==> src/sv/ipdfd_pkg.sv <==
package ipdfd_pkg;

  // Configuration register width and fixed result widths
  localparam int unsigned REG_W    = 24;
  localparam int unsigned CODE_W   = 32;
  localparam int unsigned STATUS_W = 2;
  localparam int unsigned IDX_W    = 2;

  // Register indexes
  localparam logic [IDX_W-1:0] REG_LEADER_MIN    = 2'd0;
  localparam logic [IDX_W-1:0] REG_LEADER_MAX    = 2'd1;
  localparam logic [IDX_W-1:0] REG_ONE_THRESHOLD = 2'd2;

  // Register reset values in ticks
  localparam logic [REG_W-1:0] LEADER_MIN_RST    = 24'd1060000;
  localparam logic [REG_W-1:0] LEADER_MAX_RST    = 24'd1070000;
  localparam logic [REG_W-1:0] ONE_THRESHOLD_RST = 24'd170000;

  // Result status codes
  typedef enum logic [STATUS_W-1:0] {
    ST_ABSORBED = 2'd0,
    ST_FRAME    = 2'd1,
    ST_REJECT   = 2'd2
  } status_e;

  // Timing windows as seen by the decoder
  typedef struct packed {
    logic [REG_W-1:0] leader_min;
    logic [REG_W-1:0] leader_max;
    logic [REG_W-1:0] one_threshold;
  } cfg_t;

  // One decoded result item
  typedef struct packed {
    status_e           status;
    logic [CODE_W-1:0] code;
  } result_t;

endpackage

==> src/sv/ipdfd_cfg_regs.sv <==
module ipdfd_cfg_regs (
  input  logic                            clk_i,
  input  logic                            rst_ni,
  input  logic                            cfg_we_i,
  input  logic [ipdfd_pkg::IDX_W-1:0]     cfg_index_i,
  input  logic [ipdfd_pkg::REG_W-1:0]     cfg_wdata_i,
  output ipdfd_pkg::cfg_t                 cfg_o
);

  ipdfd_pkg::cfg_t cfg_q;

  // Register file; the unused index is ignored
  always_ff @(posedge clk_i or negedge rst_ni) begin
    if (!rst_ni) begin
      cfg_q.leader_min    <= ipdfd_pkg::LEADER_MIN_RST;
      cfg_q.leader_max    <= ipdfd_pkg::LEADER_MAX_RST;
      cfg_q.one_threshold <= ipdfd_pkg::ONE_THRESHOLD_RST;
    end else if (cfg_we_i) begin
      unique case (cfg_index_i)
        ipdfd_pkg::REG_LEADER_MIN:    cfg_q.leader_min    <= cfg_wdata_i;
        ipdfd_pkg::REG_LEADER_MAX:    cfg_q.leader_max    <= cfg_wdata_i;
        ipdfd_pkg::REG_ONE_THRESHOLD: cfg_q.one_threshold <= cfg_wdata_i;
        default: ;
      endcase
    end
  end

  assign cfg_o = cfg_q;

endmodule

==> src/sv/ipdfd_frame_step.sv <==
module ipdfd_frame_step #(
  parameter int unsigned FRAME_BITS = 32,
  parameter int unsigned STAMP_BITS = 24
) (
  input  logic                  clk_i,
  input  logic                  rst_ni,
  input  logic                  step_i,
  input  logic [STAMP_BITS-1:0] stamp_i,
  input  ipdfd_pkg::cfg_t       cfg_i,
  output ipdfd_pkg::result_t    result_o
);

  localparam int unsigned CNT_W  = $clog2(FRAME_BITS + 2);
  localparam int unsigned CMP_W  = (STAMP_BITS > ipdfd_pkg::REG_W) ? STAMP_BITS
                                                                   : ipdfd_pkg::REG_W;
  localparam logic [CNT_W-1:0] LAST_CNT = CNT_W'(FRAME_BITS + 1);

  logic [CNT_W-1:0]      edge_count_q, edge_count_d;
  logic [STAMP_BITS-1:0] last_stamp_q;
  logic [FRAME_BITS-1:0] bit_shift_q, bit_shift_d;
  logic [STAMP_BITS-1:0] interval;
  logic [CMP_W-1:0]      interval_x;
  logic                  leader_ok;
  logic                  bit_val;
  logic [FRAME_BITS-1:0] shift_nxt;
  logic [ipdfd_pkg::CODE_W-1:0] frame_code;

  // Interval wraps with the down-counter
  assign interval   = last_stamp_q - stamp_i;
  assign interval_x = CMP_W'(interval);
  assign leader_ok  = (interval_x > CMP_W'(cfg_i.leader_min)) &&
                      (interval_x < CMP_W'(cfg_i.leader_max));
  assign bit_val    = interval_x > CMP_W'(cfg_i.one_threshold);

  if (FRAME_BITS > 1) begin : g_shift
    assign shift_nxt = {bit_shift_q[FRAME_BITS-2:0], bit_val};
  end else begin : g_shift1
    assign shift_nxt = bit_val;
  end

  // Code carries the low bits of the frame
  if (FRAME_BITS >= ipdfd_pkg::CODE_W) begin : g_code_trunc
    assign frame_code = shift_nxt[ipdfd_pkg::CODE_W-1:0];
  end else begin : g_code_ext
    assign frame_code = {{(ipdfd_pkg::CODE_W - FRAME_BITS){1'b0}}, shift_nxt};
  end

  // Edge sequencing
  always_comb begin
    edge_count_d    = edge_count_q;
    bit_shift_d     = bit_shift_q;
    result_o.status = ipdfd_pkg::ST_ABSORBED;
    result_o.code   = '0;
    priority if (edge_count_q == '0) begin
      edge_count_d = CNT_W'(1);
      bit_shift_d  = '0;
    end else if (edge_count_q == CNT_W'(1)) begin
      if (leader_ok) begin
        edge_count_d = CNT_W'(2);
        bit_shift_d  = '0;
      end else begin
        edge_count_d    = '0;
        result_o.status = ipdfd_pkg::ST_REJECT;
      end
    end else if (edge_count_q == LAST_CNT) begin
      // final bit closes the frame
      edge_count_d    = '0;
      bit_shift_d     = '0;
      result_o.status = ipdfd_pkg::ST_FRAME;
      result_o.code   = frame_code;
    end else begin
      edge_count_d = edge_count_q + CNT_W'(1);
      bit_shift_d  = shift_nxt;
    end
  end

  // Decoder state, advanced once per item
  always_ff @(posedge clk_i or negedge rst_ni) begin
    if (!rst_ni) begin
      edge_count_q <= '0;
      last_stamp_q <= '0;
      bit_shift_q  <= '0;
    end else if (step_i) begin
      edge_count_q <= edge_count_d;
      last_stamp_q <= stamp_i;
      bit_shift_q  <= bit_shift_d;
    end
  end

endmodule

==> src/sv/ir_pulse_distance_frame_decoder_top.sv <==
// Pulse-distance IR frame decoder.
// Slave stream: one item per falling edge of the IR receiver, tdata carries
// the down-counter stamp taken at that edge. Master stream: exactly one
// result item per input item, tdata = {code, status}. Status is absorbed,
// frame complete (code valid) or leader rejected.
// Configuration: write enable, index and data; 0 leader_min, 1 leader_max,
// 2 one_threshold. Write only while no item is in flight.
// The input register captures an item at the accepting edge, and the result
// register takes it from the input register once the result register is free.
// Throughput: one item per cycle while the master side takes results, set
// by the single subtract/compare/shift stage between the two registers.
// Reset clears the edge counter, last stamp, bit buffer and both pipeline
// stages, and loads the default timing windows.
// When the master side stalls, the result register holds its item and the
// input register can still take one more item; s_axis_tready then drops
// until the result is taken.
module ir_pulse_distance_frame_decoder_top #(
  parameter int unsigned FRAME_BITS = 32,
  parameter int unsigned STAMP_BITS = 24
) (
  input  logic                          clk_i,
  input  logic                          rst_ni,
  // configuration
  input  logic                          cfg_we_i,
  input  logic [ipdfd_pkg::IDX_W-1:0]   cfg_index_i,
  input  logic [ipdfd_pkg::REG_W-1:0]   cfg_wdata_i,
  // edge stamps in
  input  logic                          s_axis_tvalid,
  output logic                          s_axis_tready,
  input  logic [((STAMP_BITS+7)/8)*8-1:0] s_axis_tdata,  // [STAMP_BITS-1:0] edge_stamp
  // results out
  output logic                          m_axis_tvalid,
  input  logic                          m_axis_tready,
  output logic [39:0]                   m_axis_tdata   // [1:0] status, [33:2] code
);

  localparam int unsigned RES_W = ipdfd_pkg::STATUS_W + ipdfd_pkg::CODE_W;

  ipdfd_pkg::cfg_t       cfg;
  ipdfd_pkg::result_t    step_res;
  logic                  in_valid_q;
  logic [STAMP_BITS-1:0] in_stamp_q;
  logic                  out_valid_q;
  ipdfd_pkg::result_t    out_res_q;
  logic                  advance;
  logic                  in_take;

  ipdfd_cfg_regs u_cfg (
    .clk_i       (clk_i),
    .rst_ni      (rst_ni),
    .cfg_we_i    (cfg_we_i),
    .cfg_index_i (cfg_index_i),
    .cfg_wdata_i (cfg_wdata_i),
    .cfg_o       (cfg)
  );

  // Handshake: move input stage to result register when it is free
  assign advance       = in_valid_q && (!out_valid_q || m_axis_tready);
  assign s_axis_tready = !in_valid_q || advance;
  assign in_take       = s_axis_tvalid && s_axis_tready;

  // Input register
  always_ff @(posedge clk_i or negedge rst_ni) begin
    if (!rst_ni) begin
      in_valid_q <= 1'b0;
    end else if (s_axis_tready) begin
      in_valid_q <= s_axis_tvalid;
    end
  end

  always_ff @(posedge clk_i) begin
    if (in_take) begin
      in_stamp_q <= s_axis_tdata[STAMP_BITS-1:0];
    end
  end

  ipdfd_frame_step #(
    .FRAME_BITS (FRAME_BITS),
    .STAMP_BITS (STAMP_BITS)
  ) u_step (
    .clk_i    (clk_i),
    .rst_ni   (rst_ni),
    .step_i   (advance),
    .stamp_i  (in_stamp_q),
    .cfg_i    (cfg),
    .result_o (step_res)
  );

  // Result register
  always_ff @(posedge clk_i or negedge rst_ni) begin
    if (!rst_ni) begin
      out_valid_q <= 1'b0;
    end else if (advance) begin
      out_valid_q <= 1'b1;
    end else if (m_axis_tready) begin
      out_valid_q <= 1'b0;
    end
  end

  always_ff @(posedge clk_i) begin
    if (advance) begin
      out_res_q <= step_res;
    end
  end

  assign m_axis_tvalid = out_valid_q;
  assign m_axis_tdata  = {{(40 - RES_W){1'b0}}, out_res_q.code, out_res_q.status};

endmodule

==> config.mk <==
export PLATFORM = sky130hd
export DESIGN_NAME = ir_pulse_distance_frame_decoder_top
export DESIGN_NICKNAME = d
export VERILOG_FILES = /design/src/sv/ipdfd_pkg.sv /design/src/sv/ipdfd_cfg_regs.sv /design/src/sv/ipdfd_frame_step.sv /design/src/sv/ir_pulse_distance_frame_decoder_top.sv
export SDC_FILE = /design/constraint.sdc
export NUM_CORES = 1
export LEC_CHECK = 0
export ABC_AREA = 1
export BUFFER_PORTS_ARGS = -buffer_cell sky130_fd_sc_hd__buf_2
export CAP_MARGIN = 40
export CORE_UTILIZATION = 55
export CTS_BUF_LIST = sky130_fd_sc_hd__clkbuf_8
export CTS_CLUSTER_SIZE = 28
export DETAILED_ROUTE_END_ITERATION = 10
export GPL_ROUTABILITY_DRIVEN = 0
export HOLD_SLACK_MARGIN = 0.12
export PLACE_DENSITY = 0.83
export SYNTH_ARGS = -nofsm -noshare
export SYNTH_HDL_FRONTEND = slang
export SYNTH_SLANG_ARGS = --single-unit
export TNS_END_PERCENT = 100
==> constraint.sdc <==
create_clock -name clk_i -period 7.6 [get_ports clk_i]
set_input_delay 0 -clock clk_i [delete_from_list [all_inputs] [get_ports clk_i]]
set_output_delay 0 -clock clk_i [all_outputs]
set_load 0.1 [all_outputs]
==> flow_summary.yaml, run 1 <==
status:
  status: "completed"
cts:
  cts_tree: "built"
  path_clk_slew_ps: 100
  cts_max_path_buffers: 2
  clkLatencyLatePin_ps: 480
  root_buffer: "clkbuf_8"
  cts_made_buffers: 17
  postCtsSetupRepairBufs: 0
  cts_sinks: 193
  postCtsHoldBufs: 57
  h-tree-depth: 4
  cts_resized: 0
grt:
  grt-ovfl-total: 0
  grt_usage_pct: 23.3
  antenna_found_initial: 0
  grt_start_max_net_pins: 62
  grt_pass1_wl_um: 36600
  first_global_vias: 8036
logic_synthesis:
  ys_types: 49
  synth_enable_flop_cells: 58
  yosysWarningCount: 0
  synth_largest_area_cell: "dfrtp_1"
  netlist_top_cells_area: "dfrtp_1 (28%), edfxtp_1 (17%), ha_1 (12%)"
  ys_seq_elements: 193
  avgSynthCellArea_um2: 8.94
  ys.flop_type: "dfrtp_1"
  ys_seq_area_share_pct: 48.8
  syn_area_mm2: 0.0105
  async_reset_ff_share_pct: 69.9
  synthCells: 1179
  synth_top_area_share_pct: 27.5
placed_design:
  dp_hpwl_um: 15400
  port_buffers: 90
  place_inst: 1482
  pre_cts_ws_ps: 3910
timing:
  rsz0062_at_grt: "no"
  fmax_mhz: 263
  setup_viol: 0
  skew_ps: 20.7
  worst_pin_slew_ps: 780
  drv_slew: 0
  fin_crit_ps: 3800
  fin_setup_tns_ps: 0
  timing.final.ws_setup_ps: 3800
  slew_headroom_pct: 48.0
  whs_ps: 136
  hold_viol: 0
  period_share_pct: 49.9
die:
  row_count: 50
  die-area_mm2: 0.0197
  core_area_mm2: 0.0188
  start_util_pct: 56.2
  die_h_um: 140
  die_w_um: 140
  io_pins: 97
pwr:
  p_comb_share_pct: 46.3
  power_frac_seq_pct: 36.0
  p_leak_nw: 6.04
  total_power_mw: 3.95
  p_sw_mw: 1.70
  p_sw_share_pct: 43.0
  vdd_drop_max_mv: 0.158
  power_density_mw_per_mm2: 324
  power.internal_mw: 2.25
  clockPowerShare_pct: 17.6
worst_setup_path:
  required_ps: 7960
  setup.worst_path.class: "register to register"
  arrival_ps: 4160
  critPathMaxFanout: 31
  end_kind: "register"
  startpoint_type: "register"
drt:
  antenna_left: 0
  drt_iter0_markers: 436
  wl_per_cell_um: 13.5
  drt_pre_antenna_iters: 5
  wl_um: 21300
  via_count: 8025
  viasPerCell: 5.11
  drc: 0
hold_path:
  hold_path_class: "primary input to async pin"
cells_and_area:
  register_area_mm2: 0.00514
  drive_gt1_share_pct: 17.1
  final_cells: 1571
  antenna_cells: 0
  n_fill_cell: 1484
  final_nets: 1477
  multi_input_area_mm2: 0.00445
  synthToLayoutAreaGrowth_pct: 15.6
job:
  drv_cap: 0
==> area by class of cell <==
| class | instances | area share [%] |
|---|---|---|
| tap | 234 | 2.40 |
| sequential | 193 | 42.2 |
| clock buffer | 19 | 2.15 |
| clock inverter | 13 | 1.23 |
| multi-input combinational | 762 | 36.5 |
| inverter | 193 | 5.95 |
| timing repair buffer | 157 | 9.57 |
==> synth_stat cells, types with 2 or more instances <==
master / n
o21a_1: 5
a21oi_1: 56
o21bai_1: 6
nand4_1: 8
inv_2: 2
buf_12: 3
nand2_1: 255
buf_4: 6
o21ai_1: 4
o21ai_0: 114
o211ai_1: 2
xor2_1: 18
a21boi_0: 2
nor4_1: 4
ha_1: 97
nand3_1: 20
nand2_2: 63
edfxtp_1: 58
clkbuf_1: 18
nand3_2: 2
a211oi_1: 2
xnor2_1: 6
nor3_1: 6
nor2_2: 3
a21o_1: 4
nor2_1: 67
buf_1: 4
dfstp_2: 19
nor2_4: 2
inv_1: 189
dfrtp_1: 116
==> state kept, by name (all words and copies together) (netlist names) <==
register and cells:
in_stamp_q 24, u_cfg.cfg_o 72, u_step.edge_count_q 6, m_axis_tdata 34
u_step.bit_shift_q 31, in_valid_q 1, m_axis_tvalid 1, u_step.last_stamp_q 24
==> layer usage <==
| layer | vias to the layer above | part of all wire [%] | wire [um] | GRT usage [%] |
|---|---|---|---|---|
| met5 | - | 0 | 0 | 0 |
| met2 | 196 | 49 | 10400 | 40.0 |
| met4 | 0 | 3.9 | 827 | 12.1 |
| met3 | 63 | 3.5 | 741 | 3.59 |
| li1 | 4043 | - | - | - |
| met1 | 3723 | 44 | 9320 | 28.5 |
==> layout by cell type, fill, tap and decap left out, drive strengths merged, types with 4 or more instances in the layout <==
cell type,n
buf,100
nor3,6
nor4,4
o21ai,119
o21bai,6
ha,97
o21a,5
nand3,22
dfrtp,116
clkinv,4
xnor2,6
nor2,72
nand2,320
xor2,18
clkbuf,19
a21o,4
a21oi,57
dlygate4sd3,57
nand4,8
dfstp,19
edfxtp,58
conb,6
inv,198
==> critical path, stage by stage (launching register included) <==
cell and delay (ps):
dfrtp_1 370, inv_1 60, ha_1 130, inv_1 60, fa_1 420, nand3_1 110
nand2_1 120, nand2_1 90, nand2_1 80, a21oi_1 250, o21bai_1 140, xor2_1 380
ha_1 320, nand2_1 100, nor2_2 40, nand2_2 90, nor2_4 40, nand2_1 50
nand3_1 70, nor2_1 110, nand3_2 140, nand2_4 130, nand2_8 190, nand2_2 130
nand2_2 40
==> final timing paths <==
check                           slack [ps]              startpoint  cells past startpoint                      to
max in group asynchronous             6300                  rst_ni                      4          u_cfg.cfg_o[4]
worst max-delay path                  3800  u_step.last_stamp_q[0]                     24  u_step.bit_shift_q[25]
worst min-delay path                   140                  rst_ni                      2         u_cfg.cfg_o[39]
worst max register to register        3800  u_step.last_stamp_q[0]                     24  u_step.bit_shift_q[25]
worst min register to register         490          u_cfg.cfg_o[3]                      2          u_cfg.cfg_o[3]
min in group clk_i                     150          cfg_index_i[0]                      5         u_cfg.cfg_o[31]
==> stage by stage <==
stage / util, % / instance area [um^2]
4_1_cts: 64.9 / 12200
6_report: 64.9 / 12200
3_3_place_gp: 59.2 / 11100
3_5_place_dp: 59.7 / 11200
5_1_grt: 64.9 / 12200
2_1_floorplan: - / 10600
==> power by group through the flow <==
| stage | combinational (mW) | clock [mW] | sequential [mW] |
|---|---|---|---|
| after CTS | 1.82 | 0.706 | 1.42 |
| after detailed placement | 1.78 | 0 | 1.44 |
| after global placement | 1.69 | 0 | 1.43 |
| after floorplan | 1.22 | 0 | 1.56 |
| final | 1.83 | 0.696 | 1.42 |
| after global routing | 2.07 | 0.745 | 1.45 |
==> cell families after synthesis <==
family                     share of synthesized area [%]
DFF                                                 48.8
other                                             0.0356
and+or+nand+nor                                     18.2
xor gates and xnor gates                            1.99
buffers and inverters                               9.16
AOI/OAI and AO/OA                                   10.1
adders and majority gates                           11.7
Power figures use the tool's default switching activity.
==> run 2, diff against run 1 <==
--- a/config.mk
+++ b/config.mk
@@ -5,7 +5,7 @@
 export SDC_FILE = /design/constraint.sdc
 export NUM_CORES = 1
 export LEC_CHECK = 0
-export ABC_AREA = 1
+export ABC_AREA = 0
 export BUFFER_PORTS_ARGS = -buffer_cell sky130_fd_sc_hd__buf_2
 export CAP_MARGIN = 40
 export CORE_UTILIZATION = 55
@@ -14,7 +14,7 @@
 export DETAILED_ROUTE_END_ITERATION = 10
 export GPL_ROUTABILITY_DRIVEN = 0
 export HOLD_SLACK_MARGIN = 0.12
-export PLACE_DENSITY = 0.83
+export PLACE_DENSITY = 0.86
 export SYNTH_ARGS = -nofsm -noshare
 export SYNTH_HDL_FRONTEND = slang
 export SYNTH_SLANG_ARGS = --single-unit
==> constraint.sdc (replaced) <==
create_clock -name clk_i -period 3.4 [get_ports clk_i]
set_input_delay 0 -clock clk_i [delete_from_list [all_inputs] [get_ports clk_i]]
set_output_delay 0 -clock clk_i [all_outputs]
set_load 0.1 [all_outputs]
==> flow_summary.yaml, run 2 <==
status:
  status: "finished with violations"
  violations: "negative setup slack"
logic_synthesis:
  synth_enable_flop_cells: 58
  synth_top_area_share_pct: 28.7
  yosysMostFrequentCell: "dfrtp_1"
  syn_area_mm2: 0.0101
  async_reset_ff_share_pct: 69.9
  synthCells: 925
  netlist_top_cells_area: "dfrtp_1 (29%), edfxtp_1 (17%), ha_1 (12%)"
  ys.flop_type: "dfrtp_1"
  yosysWarningCount: 0
  avgSynthCellArea_um2: 10.9
  ys_seq_area_share_pct: 50.8
  synth_largest_area_cell: "dfrtp_1"
  ys_types: 65
  ys_top_cells_by_count: "dfrtp_1 (116), inv_1 (103), ha_1 (97), nand2_1 (86), o21ai_0 (60)"
  ys_seq_elements: 193
cts:
  cts_sinks: 193
  cts_made_buffers: 17
  h-tree-depth: 4
  root_buffer: "clkbuf_8"
  path_clk_slew_ps: 120
  cts_max_path_buffers: 2
  cts_tree: "built"
  clkLatencyLatePin_ps: 500
die:
  die_h_um: 138
  core_area_mm2: 0.0180
  start_util_pct: 56.2
  die_w_um: 138
  io_pins: 97
  die-area_mm2: 0.0190
  row_count: 49
placed_design:
  place_area_mm2: 0.0116
  pre_cts_ws_ps: -786
  dp_hpwl_um: 16100
  port_buffers: 90
worst_setup_path:
  setup.worst_path.class: "register to register"
  ff2ff_setup_slack_ps: -960
  critPathMaxStageDelay_ps: 480
  arrival_ps: 4750
  critPathMostFrequentCell: "inv_2"
  end_kind: "register"
  startpoint_type: "register"
  required_ps: 3790
  critPathMaxFanout: 18
  slowest_stage: "or4_4"
  crit_chain: "inv_2 -> ha_4 -> inv_2 -> fa_2 -> a211oi_2 -> o211ai_1 -> nand3_2 -> nand2b_1 -> a21oi_2 -> xnor2_2 -> ha_1 -> nand4_1 -> or4_1 -> nor4_2 -> buf_4 -> or4_4 -> a22oi_2 -> nand3_4 -> buf_12 -> a22o_1"
drt:
  wl_um: 24600
  wl_per_cell_um: 17.3
  antenna_left: 0
  drt_iter0_markers: 441
  drc: 0
  viasPerCell: 5.63
  drt_pre_antenna_iters: 5
  via_count: 8033
cells_and_area:
  post-route-util_pct: 72.0
  final_cell_mix: "dfrtp_1 (116), buf_4 (116), inv_1 (99)"
  drive_gt1_share_pct: 27.4
  antenna_cells: 0
  largest_reg_flops: 72
  design_area_mm2: 0.0130
  synthToLayoutAreaGrowth_pct: 28.2
  n_fill_cell: 1195
  final_nets: 1339
grt:
  grt_usage_pct: 27.1
  grt_start_max_net_pins: 58
  grt_pass1_wl_um: 38900
  first_global_vias: 8243
  grt-ovfl-total: 0
  antenna_found_initial: 0
timing:
  slew_headroom_pct: 44.1
  worst_pin_slew_ps: 837
  rsz0062_at_grt: "yes"
  drv_slew: 0
  fin_crit_ps: 4360
  period_share_pct: 128
  hold_viol: 0
  whs_ps: 210
  setup_viol: 34
  skew_ps: 17.4
  fmax_mhz: 230
  timing.final.ws_setup_ps: -955
pwr:
  p_leak_nw: 6.09
  vdd_drop_max_mv: 0.384
  power_density_mw_per_mm2: 643
  total_power_mw: 8.34
hold_path:
  hold_path_class: "primary input to register"
job:
  drv_cap: 0
-- run 2: cell count changes after synthesis, sizes merged, moves of 14 or more --
cell / previous run / this run
nand2: 320 / 87
inv: 191 / 103
mux2: 0 / 49
o21ai: 119 / 73
nor2: 72 / 33
and2: 1 / 34
a22o: 0 / 30
a21oi: 57 / 43
-- run 2: cell families (layout without fill, tap and decap cells) --
kind of cell             Yosys count  after routing  share of synthesized area, %
AND/OR/NAND/NOR                  225            225                          11.0
flip-flops                       193            193                          50.8
AO/OA/AOI/OAI                    199            199                          12.8
buffers and inverters            136            405                          5.62
other                              1              6                        0.0370
adder cells (fa/ha/maj)           98             98                          12.2
multiplexers                      49             49                          5.45
XOR/XNOR                          24             24                          2.08
-- run 2: final cells by class --
| cell class | count | area (um^2) | share of cell area [%] |
|---|---|---|---|
| timing repair buffer | 270 | 2010 | 15.5 |
| multi-input combinational | 601 | 4720 | 36.3 |
| inverter | 103 | 387 | 2.98 |
| tap | 229 | 287 | 2.21 |
| sequential | 193 | 5140 | 39.6 |
| clock buffer | 17 | 234 | 1.80 |
| clock inverter | 15 | 201 | 1.55 |
-- run 2: where the power goes --
part / total (mW) / switching, mW / internal (mW)
clock: 1.59 / 1.01 / 0.584
combinational: 3.78 / 2.08 / 1.70
sequential: 2.98 / 0.211 / 2.77
-- run 2: worst paths after layout --
kind,to,cells after the start,from
worst max-delay path,u_step.bit_shift_q[20],20,u_step.last_stamp_q[0]
worst min-delay path,in_stamp_q[23],2,s_axis_tdata[23]
min in group asynchronous,u_step.last_stamp_q[21],3,rst_ni
worst min register to register,u_step.last_stamp_q[17],2,u_step.last_stamp_q[17]
max in group asynchronous,u_step.bit_shift_q[22],4,rst_ni
worst max register to register,u_step.bit_shift_q[20],20,u_step.last_stamp_q[0]
-- run 2: stage by stage --
stage | cells | TNS, ps
final | 1428 | -30380
after detailed placement | 1324 | -25070
after CTS | 1421 | -24350
after floorplan | 930 | -11130
after global placement | 1323 | -20440
after global routing | 1428 | -35530
-- run 2: metal layers --
layer	share of wire [%]	global-route usage [%]	wire, um	vias to the layer above
met5	0	0	0	-
met4	4.0	14.5	995	0
met3	4.8	4.71	1190	90
met2	52	47.8	12800	281
met1	39	31.3	9640	3891
li1	-	-	-	3771
-- run 2: repair_timing --
action	4_1_cts	5_1_grt
endpoints found under the setup margin	34	34
pin swaps	12	11
buffers inserted	6	6
hold buffers	61	0
resized for setup	21	16
hold endpoints to repair	162	0
gates cloned	0	1
-- run 2: critical path, delay by kind of cell, from the launching register on --
family                     cells  cell delay, ps
and+or+nand+nor                7            1240
xor gates and xnor gates       1             160
adders and majority gates      3             830
AOI/OAI and AO/OA              5            1080
DFF                            1             410
buffers and inverters          4             500
==> run 3, diff against run 2 <==
--- a/config.mk
+++ b/config.mk
@@ -14,7 +14,8 @@
 export DETAILED_ROUTE_END_ITERATION = 10
 export GPL_ROUTABILITY_DRIVEN = 0
 export HOLD_SLACK_MARGIN = 0.12
-export PLACE_DENSITY = 0.86
+export PLACE_DENSITY = 0.83
+export SKIP_CTS_REPAIR_TIMING = 1
 export SYNTH_ARGS = -nofsm -noshare
 export SYNTH_HDL_FRONTEND = slang
 export SYNTH_SLANG_ARGS = --single-unit
==> constraint.sdc (replaced) <==
create_clock -name clk_i -period 4.2 [get_ports clk_i]
set_input_delay 0 -clock clk_i [delete_from_list [all_inputs] [get_ports clk_i]]
set_output_delay 0 -clock clk_i [all_outputs]
set_load 0.1 [all_outputs]
==> flow_summary.yaml, run 3 (synthesized netlist as in run 2, its figures left out) <==
placed_design:
  pre_cts_ws_ps: -125
  dp_hpwl_um: 14700
  port_buffers: 90
timing:
  timing.final.ws_setup_ps: -89.9
  fin_setup_tns_ps: -1940
  slew_headroom_pct: 43.1
  hold_viol: 0
  period_share_pct: 102
  whs_ps: 153
  drv_slew: 0
  setup_viol: 31
  rsz0062_at_grt: "yes"
  fin_crit_ps: 4290
  fmax_mhz: 233
  worst_pin_slew_ps: 853
  skew_ps: 14.7
worst_setup_path:
  setup.worst_path.class: "register to register"
  r2r-start: "in_stamp_q[0]"
  ff2ff_setup_slack_ps: -90
  critPathMaxStageDelay_ps: 460
  startpoint_type: "register"
  slowest_stage: "edfxtp_1"
  critPathMaxFanout: 8
  cp_num_buf_inv: 2
  critPathTopFamily: "compound AO/OA/AOI/OAI gates"
  arrival_ps: 4670
  path_depth: 19
  required_ps: 4580
  crit_chain: "ha_4 -> inv_2 -> fa_2 -> a211oi_2 -> o211ai_1 -> nand3_1 -> o21ai_2 -> nand2_2 -> o31ai_4 -> xor2_2 -> ha_1 -> and4_4 -> nand4_1 -> nor2_1 -> a211o_4 -> a22oi_2 -> nand3_4 -> clkbuf_16 -> a22o_1"
  reg2reg_to: "u_step.bit_shift_q[3]"
  end_kind: "register"
  r2r.worst_path.cells: 19
die:
  start_util_pct: 56.2
  io_pins: 97
  die_w_um: 138
  die-area_mm2: 0.0190
  row_count: 49
  die_h_um: 138
  core_area_mm2: 0.0180
drt:
  wl_um: 22300
  drt_iter0_markers: 424
  antenna_left: 0
  drc: 0
  viasPerCell: 5.58
  via_count: 7508
  drt_pre_antenna_iters: 5
  wl_per_cell_um: 16.6
pwr:
  total_power_mw: 6.32
  power_density_mw_per_mm2: 513
  p_leak_nw: 5.69
  vdd_drop_max_mv: 0.307
grt:
  grt_pass1_wl_um: 32900
  antenna_found_initial: 0
  grt_usage_pct: 22.5
  grt_busiest_layer: "met2"
  met2_usage_pct: 40.0
  globalRouteMet3Util_pct: 3.57
  grt-ovfl-total: 0
  first_global_vias: 7058
  grtUsageMet1_pct: 28.1
  grt_start_max_net_pins: 67
cells_and_area:
  final_nets: 1257
  multi_input_area_mm2: 0.00471
  largest_reg_flops: 72
  n_fill_cell: 1252
  register_area_mm2: 0.00514
  drive_gt1_share_pct: 22.7
  post-route-util_pct: 68.4
  final_cell_mix: "dfrtp_1 (116), inv_1 (98), ha_1 (90)"
  layout_commonest_cell: "dfrtp_1"
  synthToLayoutAreaGrowth_pct: 21.8
  antenna_cells: 0
job:
  drv_cap: 0
cts:
  h-tree-depth: 4
  clkLatencyLatePin_ps: 480
  root_buffer: "clkbuf_8"
  path_clk_slew_ps: 110
  cts_sinks: 193
  cts_max_path_buffers: 2
  cts_made_buffers: 17
  cts_tree: "built"
status:
  violations: "negative setup slack"
  status: "finished with violations"
hold_path:
  hold_path_class: "primary input to async pin"
==> run 3: cell types whose count changed in the layout (fill, tap and decap cells not counted), moves of 3 or more <==
cell           before  now
buf_4             116   35
dlygate4sd3_1      61   57
inv_6               2    5
o21ai_0            55   59
o21ai_1            14   10
==> run 3: cell type report <==
cell class / instances / area share, %
Tap cell: 229 / 2.32
Inverter: 103 / 3.14
Timing Repair Buffer: 188 / 11.4
Clock inverter: 15 / 1.33
Multi-Input combinational cell: 601 / 38.2
Clock buffer: 17 / 1.90
Sequential cell: 193 / 41.7
==> run 3: through the flow <==
step	area (um^2)	instances
after global routing	12300	1346
after CTS	11400	1278
after detailed placement	11000	1246
final	12300	1346
after global placement	10900	1243
after floorplan	10100	930
==> run 3: where the power goes <==
group	total, mW	switching (mW)	internal [mW]
registers	2.41	0.173	2.24
clock network	1.21	0.761	0.449
logic	2.70	1.57	1.13
==> run 3: worst register-to-register path, cell delays in order (launching register included) <==
cell and delay, ps:
edfxtp_1 460, ha_4 200, inv_2 50, fa_2 200, a211oi_2 80, o211ai_1 280, nand3_1 200, o21ai_2 260
nand2_2 130, o31ai_4 270, xor2_2 210, ha_1 270, and4_4 190, nand4_1 120, nor2_1 80, a211o_4 330
a22oi_2 240, nand3_4 180, clkbuf_16 240, a22o_1 190
==> run 3: routing by layer <==
metal	up-vias	part of all wire, %
met5	-	0
met4	0	2.0
met3	38	4.6
met2	224	52
met1	3643	41
li1	3603	-
==> run 3: how the worst max path moves through the flow <==
stage / start / endpoint / slack (ps)
floorplan: in_stamp_q[1] / u_step.bit_shift_q[20] / 170
global route: in_stamp_q[0] / u_step.bit_shift_q[3] / -240
CTS: u_step.last_stamp_q[0] / u_step.bit_shift_q[6] / -180
detailed placement: in_stamp_q[7] / u_step.bit_shift_q[6] / -120
finish: in_stamp_q[0] / u_step.bit_shift_q[3] / -90
global placement: u_step.last_stamp_q[0] / u_step.bit_shift_q[26] / 20
